[src/rtl/hashed_lru_block_cache_tags_top_defines.svh]
// Assertion macros shared by the cache tag engine.
`ifndef HASHED_LRU_BLOCK_CACHE_TAGS_TOP_DEFINES_SVH
`define HASHED_LRU_BLOCK_CACHE_TAGS_TOP_DEFINES_SVH
`ifndef SYNTHESIS
`define HLC_ASSERT_IMPL(label, clk_s, rst_s, prop) \
    label: assert property (@(posedge clk_s) disable iff (!rst_s) prop) else $error("assertion failed");
`define HLC_ASSERT_NEXT(label, clk_s, rst_s, cond, conseq) \
    label: assert property (@(posedge clk_s) disable iff (!rst_s) (cond) |=> (conseq)) else $error("assertion failed");
`else
`define HLC_ASSERT_IMPL(label, clk_s, rst_s, prop)
`define HLC_ASSERT_NEXT(label, clk_s, rst_s, cond, conseq)
`endif
`endif

[src/rtl/hlc_pkg.sv]
// Package with types, codes and the bucket hash of the cache tag engine.
`timescale 1ns / 1ps
`default_nettype none
package hlc_pkg;
    localparam logic [1:0] ACT_GET = 2'd0;
    localparam logic [1:0] ACT_RELEASE = 2'd1;
    localparam logic [1:0] ACT_PIN = 2'd2;
    localparam logic [1:0] ACT_UNPIN = 2'd3;
    localparam logic [1:0] ST_OK = 2'd0;
    localparam logic [1:0] ST_NO_FREE = 2'd1;
    localparam logic [1:0] ST_UNDERFLOW = 2'd2;
    localparam logic [1:0] ST_OVERFLOW = 2'd3;
    localparam logic [31:0] TIME_NONE = 32'hffffffff;
    localparam int HASH_SHIFT = 16;
    localparam logic [7:0] COUNT_MAX = 8'hff;

    typedef struct packed {
        logic [1:0]  action;
        logic [7:0]  device;
        logic [31:0] block_number;
        logic [4:0]  entry;
        logic [31:0] now;
    } req_t;

    typedef struct packed {
        logic [1:0] status;
        logic [4:0] entry_out;
        logic       was_hit;
        logic       needs_read;
    } rsp_t;

    typedef enum logic [2:0] {
        S_IDLE,
        S_HASH,
        S_SCAN,
        S_RANK,
        S_DONE
    } state_t;

    function automatic logic [31:0] hash_key(input logic [7:0] dev, input logic [31:0] blk);
        hash_key = ({24'd0, dev} << HASH_SHIFT) ^ blk;
    endfunction
endpackage
`default_nettype wire

[src/rtl/hlc_mod_unit.sv]
// Remainder unit: reciprocal multiplication, then back-subtraction.
`timescale 1ns / 1ps
`default_nettype none
module hlc_mod_unit
    import hlc_pkg::*;
#(
    parameter int NUM_BUCKETS = 13
)(
    input  wire logic        clk,
    input  wire logic        rst_n,
    input  wire logic        start,
    input  wire logic [31:0] value,
    output logic             busy,
    output logic [6:0]       rem
);
    localparam int SHIFT_L = $clog2(NUM_BUCKETS);
    localparam logic [32:0] MAGIC =
        33'(((65'd1 << (32 + SHIFT_L)) / 65'(NUM_BUCKETS)) + 65'd1);
    localparam logic [31:0] DIVISOR = 32'(NUM_BUCKETS);
    logic [31:0] val_reg, val_next;
    logic [64:0] prod_reg, prod_next;
    logic [6:0]  rem_reg, rem_next;
    logic [1:0]  phase_reg, phase_next;
    logic [31:0] quot;
    logic [31:0] diff;

    always_comb
    begin
        val_next = val_reg;
        prod_next = prod_reg;
        rem_next = rem_reg;
        phase_next = phase_reg;
        quot = 32'(prod_reg >> (32 + SHIFT_L));
        diff = val_reg - quot * DIVISOR;
        if (start)
        begin
            val_next = value;
            phase_next = 2'd2;
        end
        else if (phase_reg == 2'd2)
        begin
            prod_next = 65'(val_reg) * 65'(MAGIC);
            phase_next = 2'd1;
        end
        else if (phase_reg == 2'd1)
        begin
            rem_next = diff[6:0];
            phase_next = 2'd0;
        end
    end

    always_ff @(posedge clk or negedge rst_n)
    begin
        if (!rst_n)
        begin
            phase_reg <= 2'd0;
            val_reg <= '0;
            prod_reg <= '0;
            rem_reg <= '0;
        end
        else
        begin
            phase_reg <= phase_next;
            val_reg <= val_next;
            prod_reg <= prod_next;
            rem_reg <= rem_next;
        end
    end

    assign busy = (phase_reg != 2'd0);
    assign rem = rem_reg;
endmodule
`default_nettype wire

[config.mk]
export PLATFORM = sky130hd
export DESIGN_NAME = hlc_mod_unit
export DESIGN_NICKNAME = d
export VERILOG_FILES = /design/src/rtl/hashed_lru_block_cache_tags_top_defines.svh /design/src/rtl/hlc_pkg.sv /design/src/rtl/hlc_mod_unit.sv
export SDC_FILE = /design/constraint.sdc
export NUM_CORES = 1
export LEC_CHECK = 0
export BUFFER_PORTS_ARGS = -buffer_cell sky130_fd_sc_hd__buf_4
export CAP_MARGIN = 10
export CORE_UTILIZATION = 35
export CTS_CLUSTER_DIAMETER = 100
export DETAILED_ROUTE_END_ITERATION = 8
export GPL_TIMING_DRIVEN = 1
export PLACE_DENSITY = 0.48
export SYNTH_ARGS = -nofsm -noshare
export SYNTH_HDL_FRONTEND = slang
export SYNTH_SLANG_ARGS = --single-unit
[constraint.sdc]
create_clock -name clk -period 6.68 [get_ports clk]
set_input_delay 0 -clock clk [delete_from_list [all_inputs] [get_ports clk]]
set_output_delay 0 -clock clk [all_outputs]
set_load 0.05 [all_outputs]
======== Word level (Yosys, flattened, before mapping) ========
Index checks and enable logic that the tools add are counted.
operators by class
  bitwise operators ....................... 2
  $mul .................................... 2
  multiplexer cells ....................... 3
  add/subtract/negate cells ............... 1
  reductions and logical operators ........ 4
  equal/unequal tests ..................... 2
operator list
  cell                                                                   count
  32-bit by 31-bit multiplier with 63-bit output, second input constant  1
  29-bit by 4-bit multiplier with 7-bit output, second input constant    1
  7-bit subtractor                                                       1
  2-bit two-way mux                                                      3
  3-bit AND reduction                                                    1
  3-bit nonzero test                                                     1
  2-bit by 1-bit equality test with 1-bit output, second input constant  1
  2-bit equality test, second input constant                             1
  1-bit inverter                                                         2
  2-bit AND reduction                                                    1
  2-bit nonzero test                                                     1
word-level totals
  register bits after elaboration ......... 104
  bits of input ports ..................... 35

======== Logic depth before layout (Yosys ltp) ========
Gate-level depths: netlist of run 1.
  depth after elaboration ................. 4
  mapped depth ............................ 24

======== Least setup slack after synthesis of run 1 ========
Ideal clock, no wire load.
  kind .................................... register to register
  start point ............................. reg val_reg[4]
  end point ............................... reg prod_reg[42]
  period minus slack after synthesis ...... 6.731 ns
  buffers on the path ..................... 0
  setup slack ............................. -0.051 ns
  cell stages (with the launch flop) ...... 22
  arrival ................................. 6.649 ns
  library setup time ...................... 0.082 ns
  path through ............................ dfrtp_1 > fa_1 > fa_1 > inv_1 > fa_1 > inv_1 > fa_1 > fa_1 > fa_1 > fa_1 > inv_1 > fa_1 > inv_1 > ha_1 > a21oi_1 > o21ai_0 > a21oi_4 > a21boi_2 > a211oi_4 > nor3_2 > or4_1 > a31oi_1
between the ends
  longest elaborated chain between the ends .. 1
ends and longest elaborated chain
  item                                            line                source
  start: declaration                              hlc_mod_unit.sv:20  logic [31:0] val_reg, val_next;
  start signal: assignment                        hlc_mod_unit.sv:64  val_reg <= val_next;
  32-bit by 31-bit multiplier with 63-bit output  hlc_mod_unit.sv:42  prod_next = 65'(val_reg) * 65'(MAGIC);
  end signal: assignment                          hlc_mod_unit.sv:65  prod_reg <= prod_next;
  end: declaration                                hlc_mod_unit.sv:21  logic [64:0] prod_reg, prod_next;
Every way passes these cells.
A chain may end at the register's enable or synchronous reset.

======== Worst setup path after layout of run 1 ========
Ends and elaborated chain as after synthesis.

==> impl_metrics.prom, run 1 <==
# TYPE chip_impl_metric gauge
chip_impl_info{name="result_of_the_run",value="finished with violations"} 1
chip_impl_info{name="failed_checks",value="negative setup slack"} 1
chip_impl_metric{name="multiInputGateArea",unit="um2"} 10500
chip_impl_metric{name="synth.lib_cells_used.distinct",unit=""} 41
chip_impl_metric{name="maximum_number_of_pins_on_one_net_before_global_route_repair",unit=""} 51
chip_impl_metric{name="gp_routability_congestion",unit=""} 0.844
chip_impl_metric{name="die_x",unit="um"} 196
chip_impl_info{name="synth_top_flop_cell",value="dfrtp_1"} 1
chip_impl_metric{name="syn-num-nets",unit=""} 1827
chip_impl_metric{name="synthCells",unit=""} 1256
chip_impl_info{name="grt_setup_unrepaired",value="yes"} 1
chip_impl_info{name="synth_largest_area_cell",value="fa_1"} 1
chip_impl_metric{name="shortest_period_the_worst_path_allows",unit="ns"} 6.71
chip_impl_metric{name="insertion_delay",unit="ns"} 0.31
chip_impl_info{name="cell_with_the_most_instances_after_synthesis",value="inv_1"} 1
chip_impl_metric{name="post-route-util",unit="%"} 44.1
chip_impl_metric{name="drt-total-wl",unit="um"} 34200
chip_impl_metric{name="worst_slew_pin_slew",unit="ns"} 0.728
chip_impl_metric{name="routedWlPerCell",unit="um"} 17.4
chip_impl_metric{name="post-route-drc-count",unit=""} 0
chip_impl_metric{name="timing.critical_path.fanout_max",unit=""} 3
chip_impl_metric{name="async_flop_share",unit="%"} 100
chip_impl_metric{name="detail-route-antenna-nets",unit=""} 0
chip_impl_metric{name="timing.final.setup_violations",unit=""} 1
chip_impl_metric{name="final.setup.worst_slack",unit="ns"} -0.0272
chip_impl_metric{name="global_route.overflow_total",unit=""} 0
chip_impl_metric{name="final_nets",unit=""} 2068
chip_impl_info{name="cts-root-buf",value="clkbuf_16"} 1
chip_impl_metric{name="io_buffers",unit=""} 42
chip_impl_metric{name="area_growth_syn_to_layout",unit="%"} 23.3
chip_impl_metric{name="register_area",unit="um2"} 1210
chip_impl_metric{name="period_share",unit="%"} 100
chip_impl_info{name="netlist_top_cells_area",value="fa_1 (43%), ha_1 (24%), inv_1 (13%)"} 1
chip_impl_metric{name="fp-row-count",unit=""} 70
chip_impl_metric{name="antenna_found_initial",unit=""} 0
chip_impl_metric{name="place_hpwl",unit="um"} 31100
chip_impl_metric{name="final-hold-violation-count",unit=""} 0
chip_impl_metric{name="synth_enable_flop_cells",unit=""} 0
chip_impl_metric{name="post_drt_via_cell_ratio",unit=""} 4.39
chip_impl_info{name="worstSetupEndpointType",value="register"} 1
chip_impl_metric{name="clk_pin_slew_worst_paths",unit="ns"} 0.08
chip_impl_metric{name="area_of_the_mapped_netlist",unit="um2"} 13200
chip_impl_metric{name="die_h",unit="um"} 196
chip_impl_metric{name="hold-path-cell-count",unit=""} 3
chip_impl_metric{name="first_global_vias",unit=""} 9748
chip_impl_metric{name="hold_ws",unit="ns"} 0.221
chip_impl_metric{name="max-cap-violations",unit=""} 0
chip_impl_metric{name="floorplan.initialDensity",unit="%"} 35.8
chip_impl_metric{name="report.final.slew_viol_count",unit=""} 0
chip_impl_metric{name="layout.filler_cells",unit=""} 3578
chip_impl_metric{name="total_number_of_vias",unit=""} 8621
chip_impl_metric{name="layout_cells_sized_above_1",unit="%"} 21.7
chip_impl_info{name="cts_tree",value="done"} 1
chip_impl_metric{name="htree_levels",unit=""} 2
chip_impl_metric{name="max_ffs_per_register",unit=""} 32
chip_impl_metric{name="clkSinkCount",unit=""} 48
chip_impl_metric{name="setup_skew",unit="ns"} 0.00829
chip_impl_metric{name="grt_first_pass_wirelength",unit="um"} 55600
chip_impl_metric{name="antenna-diode-count",unit=""} 0
chip_impl_metric{name="reg2reg_depth",unit=""} 23
chip_impl_metric{name="die-area",unit="um2"} 38400
chip_impl_metric{name="core",unit="um2"} 36800
chip_impl_metric{name="seq_area_frac_synth",unit="%"} 9.13
chip_impl_metric{name="dr.first_iter.drc_count",unit=""} 288
chip_impl_metric{name="cts-root-to-sink-buffers",unit=""} 2
chip_impl_info{name="hold_class",value="in2reg"} 1
chip_impl_info{name="synth.top_cells.by_count",value="inv_1 (470), fa_1 (280), ha_1 (256)"} 1
chip_impl_metric{name="synthesis.yosys.warnings",unit=""} 0
chip_impl_metric{name="grt.total_usage",unit="%"} 19.4
chip_impl_metric{name="synth_largest_type_area_fraction",unit="%"} 42.6
chip_impl_metric{name="design.portCount",unit=""} 43
chip_impl_metric{name="drtPass1Iterations",unit=""} 4
chip_impl_metric{name="cts_inserted_buffers",unit=""} 5
chip_impl_metric{name="ys_ff_latch",unit=""} 48
chip_impl_info{name="timing.critical_path.from_type",value="register"} 1
chip_impl_metric{name="critPathArrivalTime",unit="ns"} 6.94
chip_impl_info{name="crit_type",value="reg2reg"} 1
chip_impl_metric{name="max_slew_margin",unit="%"} 51.5
chip_impl_metric{name="worst_ep_required_time",unit="ns"} 6.91
chip_impl_metric{name="timing.fmax",unit="GHz"} 0.149
chip_impl_metric{name="syn-mean-instance-area",unit="um2"} 10.5
==> worst paths after layout <==
path	start	to	slack, ns
min reg2reg	rem[6]	rem[6]	0.49
max	val_reg[4]	prod_reg[42]	-0.03
min	start	val_reg[18]	0.22
min in group asynchronous	rst_n	val_reg[9]	0.28
max reg2reg	val_reg[4]	prod_reg[42]	-0.03
max in group asynchronous	rst_n	val_reg[19]	5.85
==> placed cells by master (no fill, tap or decap), types with 3 or more instances in the layout <==
cell           synthesis  routed
a211oi_2               3       4
a21o_1                 3       3
a21oi_1               14      10
a21oi_2                2       5
buf_12                 0       6
buf_4                  0     194
buf_6                  0       8
clkbuf_16              0       5
dfrtp_1               48      40
dfrtp_2                0       8
dlygate4sd3_1          0      33
fa_1                 280     264
fa_2                   0      16
ha_1                 256     237
ha_2                   0       3
ha_4                   0      16
inv_1                470     452
inv_2                  0      16
mux2_2                18      18
nand2_1               33      31
nand4_1                6       6
nor2_1                 5       5
o21ai_0               36      31
o21ai_1                2       4
o21ai_2                0       3
o21bai_1               4       4
xnor2_1               32      32
xor2_1                 7       7
==> cell families after synthesis <==
| group | count (synthesis) | synth area share [%] |
|---|---|---|
| AO/OA/AOI/OAI | 77 | 3.82 |
| AND/OR/NAND/NOR | 61 | 2.33 |
| adder cells (fa/ha/maj) | 536 | 67.0 |
| XOR/XNOR | 39 | 2.60 |
| buffers and inverters | 477 | 13.6 |
| flip-flops | 48 | 9.13 |
| multiplexers | 18 | 1.54 |
==> area by class of cell <==
| type | instances | share of cell area, % |
|---|---|---|
| multi-input cells | 731 | 64.7 |
| clock buffers | 6 | 0.857 |
| inverters | 470 | 10.9 |
| clock inverters | 2 | 0.0926 |
| well taps | 468 | 3.61 |
| flip-flops and latches | 48 | 7.47 |
| repair buffers | 241 | 12.3 |
==> timing repair <==
| action | in CTS | in global routing |
|---|---|---|
| gates resized for setup | 57 | 36 |
| endpoints found under the hold margin | 80 | 0 |
| endpoints found under the setup margin | 4 | 5 |
| hold buffers | 33 | 0 |
| pin swaps | 79 | 50 |
| buffers inserted | 21 | 10 |
| gates cloned | 0 | 0 |
==> through the flow <==
stage	cells	setup WS, ns	TNS (ns)	area, um2
after floorplan	1256	0.0231	0	13200
after global placement	1894	-0.167	-0.433	15100
after detailed placement	1894	-0.188	-0.423	15100
after CTS	1956	-0.0629	-0.120	16000
after global routing	1966	-0.259	-0.579	16200
final	1966	-0.0272	-0.0272	16200
==> per-layer routing <==
| layer | up-vias | wire, um | GRT usage (%) |
|---|---|---|---|
| met5 | - | 0 | 0 |
| met4 | 0 | 391 | 2.17 |
| met3 | 17 | 908 | 1.93 |
| met2 | 80 | 15800 | 31.3 |
| met1 | 4345 | 17100 | 29.1 |
| li1 | 4179 | - | - |
==> worst max-delay path: stages (launching register included) <==
cell and delay [ns]:
dfrtp_1 0.40, buf_4 0.15, fa_2 0.39, fa_1 0.49, inv_1 0.05, fa_1 0.50, inv_1 0.06, fa_2 0.53
fa_2 0.44, fa_1 0.48, fa_1 0.57, inv_2 0.04, fa_1 0.54, inv_2 0.05, ha_4 0.21, a21oi_2 0.15
o21ai_2 0.08, a21oi_4 0.21, nand4_4 0.15, a211oi_4 0.27, buf_4 0.16, nor3_2 0.05, or4_1 0.50, a31oi_1 0.16
Power of run 1 is left out: the tool's default activity adds up to more than one toggle a clock period on the data nets, which glitch-free logic cannot reach.
==> inputs of run 2 (changes only) <==
CELL_PAD_IN_SITES_DETAIL_PLACEMENT = 0   (was default)
CELL_PAD_IN_SITES_GLOBAL_PLACEMENT = 2   (was default)
PLACE_DENSITY = 0.68   (was 0.48)
==> run 2 against run 1 <==
Compared with the run above: the run still ends with negative setup slack left; first-iteration DRC count fell by 35%; die area did not move; global-route usage increased by 0.56 points; worst setup slack improved by 0.0050 ns; via count fell by 0.22%; worst hold slack lost 0.0047 ns; fmax is essentially flat; utilization increased by 0.32 points; clock-buffer cell count fell by 1; sequential share of layout area is 0.054 points lower; cell count down 0.10%.
==> impl_metrics.prom, run 2 (synthesis results as in run 1) <==
# TYPE chip_impl_metric gauge
chip_impl_info{name="result_of_the_run",value="finished with violations"} 1
chip_impl_info{name="failed_checks",value="negative setup slack"} 1
chip_impl_metric{name="io_buffers",unit=""} 42
chip_impl_metric{name="area_growth_syn_to_layout",unit="%"} 24.2
chip_impl_metric{name="routedWlPerCell",unit="um"} 17.8
chip_impl_metric{name="timing.fmax",unit="GHz"} 0.149
chip_impl_metric{name="first_global_vias",unit=""} 9973
chip_impl_metric{name="drt-total-wl",unit="um"} 34900
chip_impl_metric{name="timing.critical_path.fanout_max",unit=""} 3
chip_impl_metric{name="core",unit="um2"} 36800
chip_impl_metric{name="die_x",unit="um"} 196
chip_impl_metric{name="dr.first_iter.drc_count",unit=""} 187
chip_impl_metric{name="total_number_of_vias",unit=""} 8602
chip_impl_metric{name="die-area",unit="um2"} 38400
chip_impl_metric{name="final.setup.worst_slack",unit="ns"} -0.0221
chip_impl_metric{name="die_h",unit="um"} 196
chip_impl_metric{name="detail-route-antenna-nets",unit=""} 0
chip_impl_info{name="layout_commonest_cell",value="inv_1"} 1
chip_impl_metric{name="fp-row-count",unit=""} 70
chip_impl_metric{name="post_drt_via_cell_ratio",unit=""} 4.38
chip_impl_metric{name="gp_routability_congestion",unit=""} 0.855
chip_impl_metric{name="critPathArrivalTime",unit="ns"} 6.92
chip_impl_metric{name="layout.filler_cells",unit=""} 3634
chip_impl_metric{name="layout_cells_sized_above_1",unit="%"} 22.3
chip_impl_metric{name="htree_levels",unit=""} 2
chip_impl_metric{name="setup_skew",unit="ns"} 0.0103
chip_impl_metric{name="insertion_delay",unit="ns"} 0.31
chip_impl_metric{name="grt.total_usage",unit="%"} 20.0
chip_impl_metric{name="report.final.slew_viol_count",unit=""} 0
chip_impl_metric{name="shortest_period_the_worst_path_allows",unit="ns"} 6.70
chip_impl_metric{name="maximum_number_of_pins_on_one_net_before_global_route_repair",unit=""} 51
chip_impl_metric{name="clk_pin_slew_worst_paths",unit="ns"} 0.08
chip_impl_info{name="crit_type",value="reg2reg"} 1
chip_impl_metric{name="worst_ep_required_time",unit="ns"} 6.90
chip_impl_metric{name="antenna-diode-count",unit=""} 0
chip_impl_metric{name="design.portCount",unit=""} 43
chip_impl_metric{name="cts_inserted_buffers",unit=""} 5
chip_impl_info{name="cts-root-buf",value="clkbuf_16"} 1
chip_impl_metric{name="antenna_found_initial",unit=""} 0
chip_impl_metric{name="register_area",unit="um2"} 1210
chip_impl_metric{name="max_ffs_per_register",unit=""} 32
chip_impl_info{name="worstSetupEndpointType",value="register"} 1
chip_impl_info{name="grt_setup_unrepaired",value="yes"} 1
chip_impl_metric{name="post-route-drc-count",unit=""} 0
chip_impl_info{name="timing.critical_path.from_type",value="register"} 1
chip_impl_metric{name="floorplan.initialDensity",unit="%"} 35.8
chip_impl_metric{name="period_share",unit="%"} 100
chip_impl_metric{name="global_route.overflow_total",unit=""} 0
chip_impl_metric{name="timing.final.setup_violations",unit=""} 1
chip_impl_metric{name="multiInputGateArea",unit="um2"} 10600
chip_impl_metric{name="post-route-util",unit="%"} 44.4
chip_impl_info{name="most-common-layout-cells",value="inv_1 (452), fa_1 (261), ha_1 (232), buf_4 (185), dfrtp_1 (40)"} 1
chip_impl_metric{name="max_slew_margin",unit="%"} 53.5
chip_impl_metric{name="drtPass1Iterations",unit=""} 4
chip_impl_metric{name="final_nets",unit=""} 2066
chip_impl_metric{name="clkSinkCount",unit=""} 48
chip_impl_metric{name="grt_first_pass_wirelength",unit="um"} 57000
chip_impl_info{name="cts_tree",value="done"} 1
chip_impl_metric{name="place_hpwl",unit="um"} 31700
chip_impl_metric{name="final-hold-violation-count",unit=""} 0
chip_impl_metric{name="max-cap-violations",unit=""} 0
chip_impl_info{name="hold_class",value="in2reg"} 1
chip_impl_metric{name="cts-root-to-sink-buffers",unit=""} 2
chip_impl_metric{name="worst_slew_pin_slew",unit="ns"} 0.698
-- run 2: changes by cell type in the layout (fill, tap and decap cells not counted), sizes merged --
| cell | before | now |
|---|---|---|
| bufinv | 0 | 1 |
| clkbuf | 6 | 5 |
| buf | 208 | 206 |
| clkinvlp | 2 | 1 |
| clkinv | 0 | 1 |
-- run 2: layout make-up --
type / instances / share of cell area [%]
inverter: 470 / 10.8
clock buffer: 5 / 0.766
clock inverter: 3 / 0.260
multi-input combinational: 731 / 64.9
timing repair buffer: 239 / 12.3
tap: 468 / 3.59
sequential: 48 / 7.42
-- run 2: worst paths after layout --
| path | cells after the start | end | slack, ns | startpoint |
|---|---|---|---|---|
| worst max-delay path | 25 | prod_reg[42] | -0.02 | val_reg[17] |
| worst min-delay path | 3 | val_reg[17] | 0.22 | start |
| worst max register to register | 25 | prod_reg[42] | -0.02 | val_reg[17] |
| worst min register to register | 2 | rem[2] | 0.49 | rem[2] |
| max in group asynchronous | 2 | val_reg[19] | 5.87 | rst_n |
| min in group asynchronous | 2 | rem[1] | 0.28 | rst_n |
-- run 2: layer usage --
layer	track usage, %	up-vias	share of wire [%]
met3	2.13	11	3.3
met5	0	-	0
met4	2.29	0	0.84
li1	-	4176	-
met1	29.3	4333	49
met2	32.8	82	47
-- run 2: per-stage QoR --
step	worst slack [ns]	TNS [ns]	hold WS (ns)	area, um2	std cells
global route	-0.244	-0.641	0.248	16300	1964
finish	-0.0221	-0.0221	0.216	16300	1964
detailed placement	-0.259	-0.636	0.0902	15200	1901
global placement	-0.210	-0.508	0.0851	15200	1901
floorplan	0.0231	0	-0.296	13200	1256
CTS	-0.0687	-0.109	0.224	16000	1955
-- run 2: critical path: stages (launching register included) --
cell	delay, ns
dfrtp_1	0.41
buf_6	0.14
buf_6	0.12
fa_2	0.50
buf_4	0.16
fa_1	0.49
inv_2	0.06
fa_1	0.52
inv_1	0.07
fa_1	0.55
fa_2	0.45
fa_1	0.54
inv_1	0.05
fa_1	0.49
inv_2	0.05
ha_4	0.24
a21oi_2	0.11
a21oi_1	0.09
o21ai_2	0.18
buf_6	0.15
nand4_4	0.11
a211oi_4	0.30
buf_6	0.15
nor3_4	0.04
or4_1	0.47
a31oi_1	0.17
-- run 2: repair_timing --
| item | in CTS | in global routing |
|---|---|---|
| buffers inserted | 14 | 11 |
| gates resized for setup | 65 | 49 |
| hold buffers | 33 | 0 |
| pin swaps | 88 | 77 |
| endpoints found under the setup margin | 4 | 6 |
| endpoints found under the hold margin | 80 | 0 |
Power of run 2 is left out for the same reason.
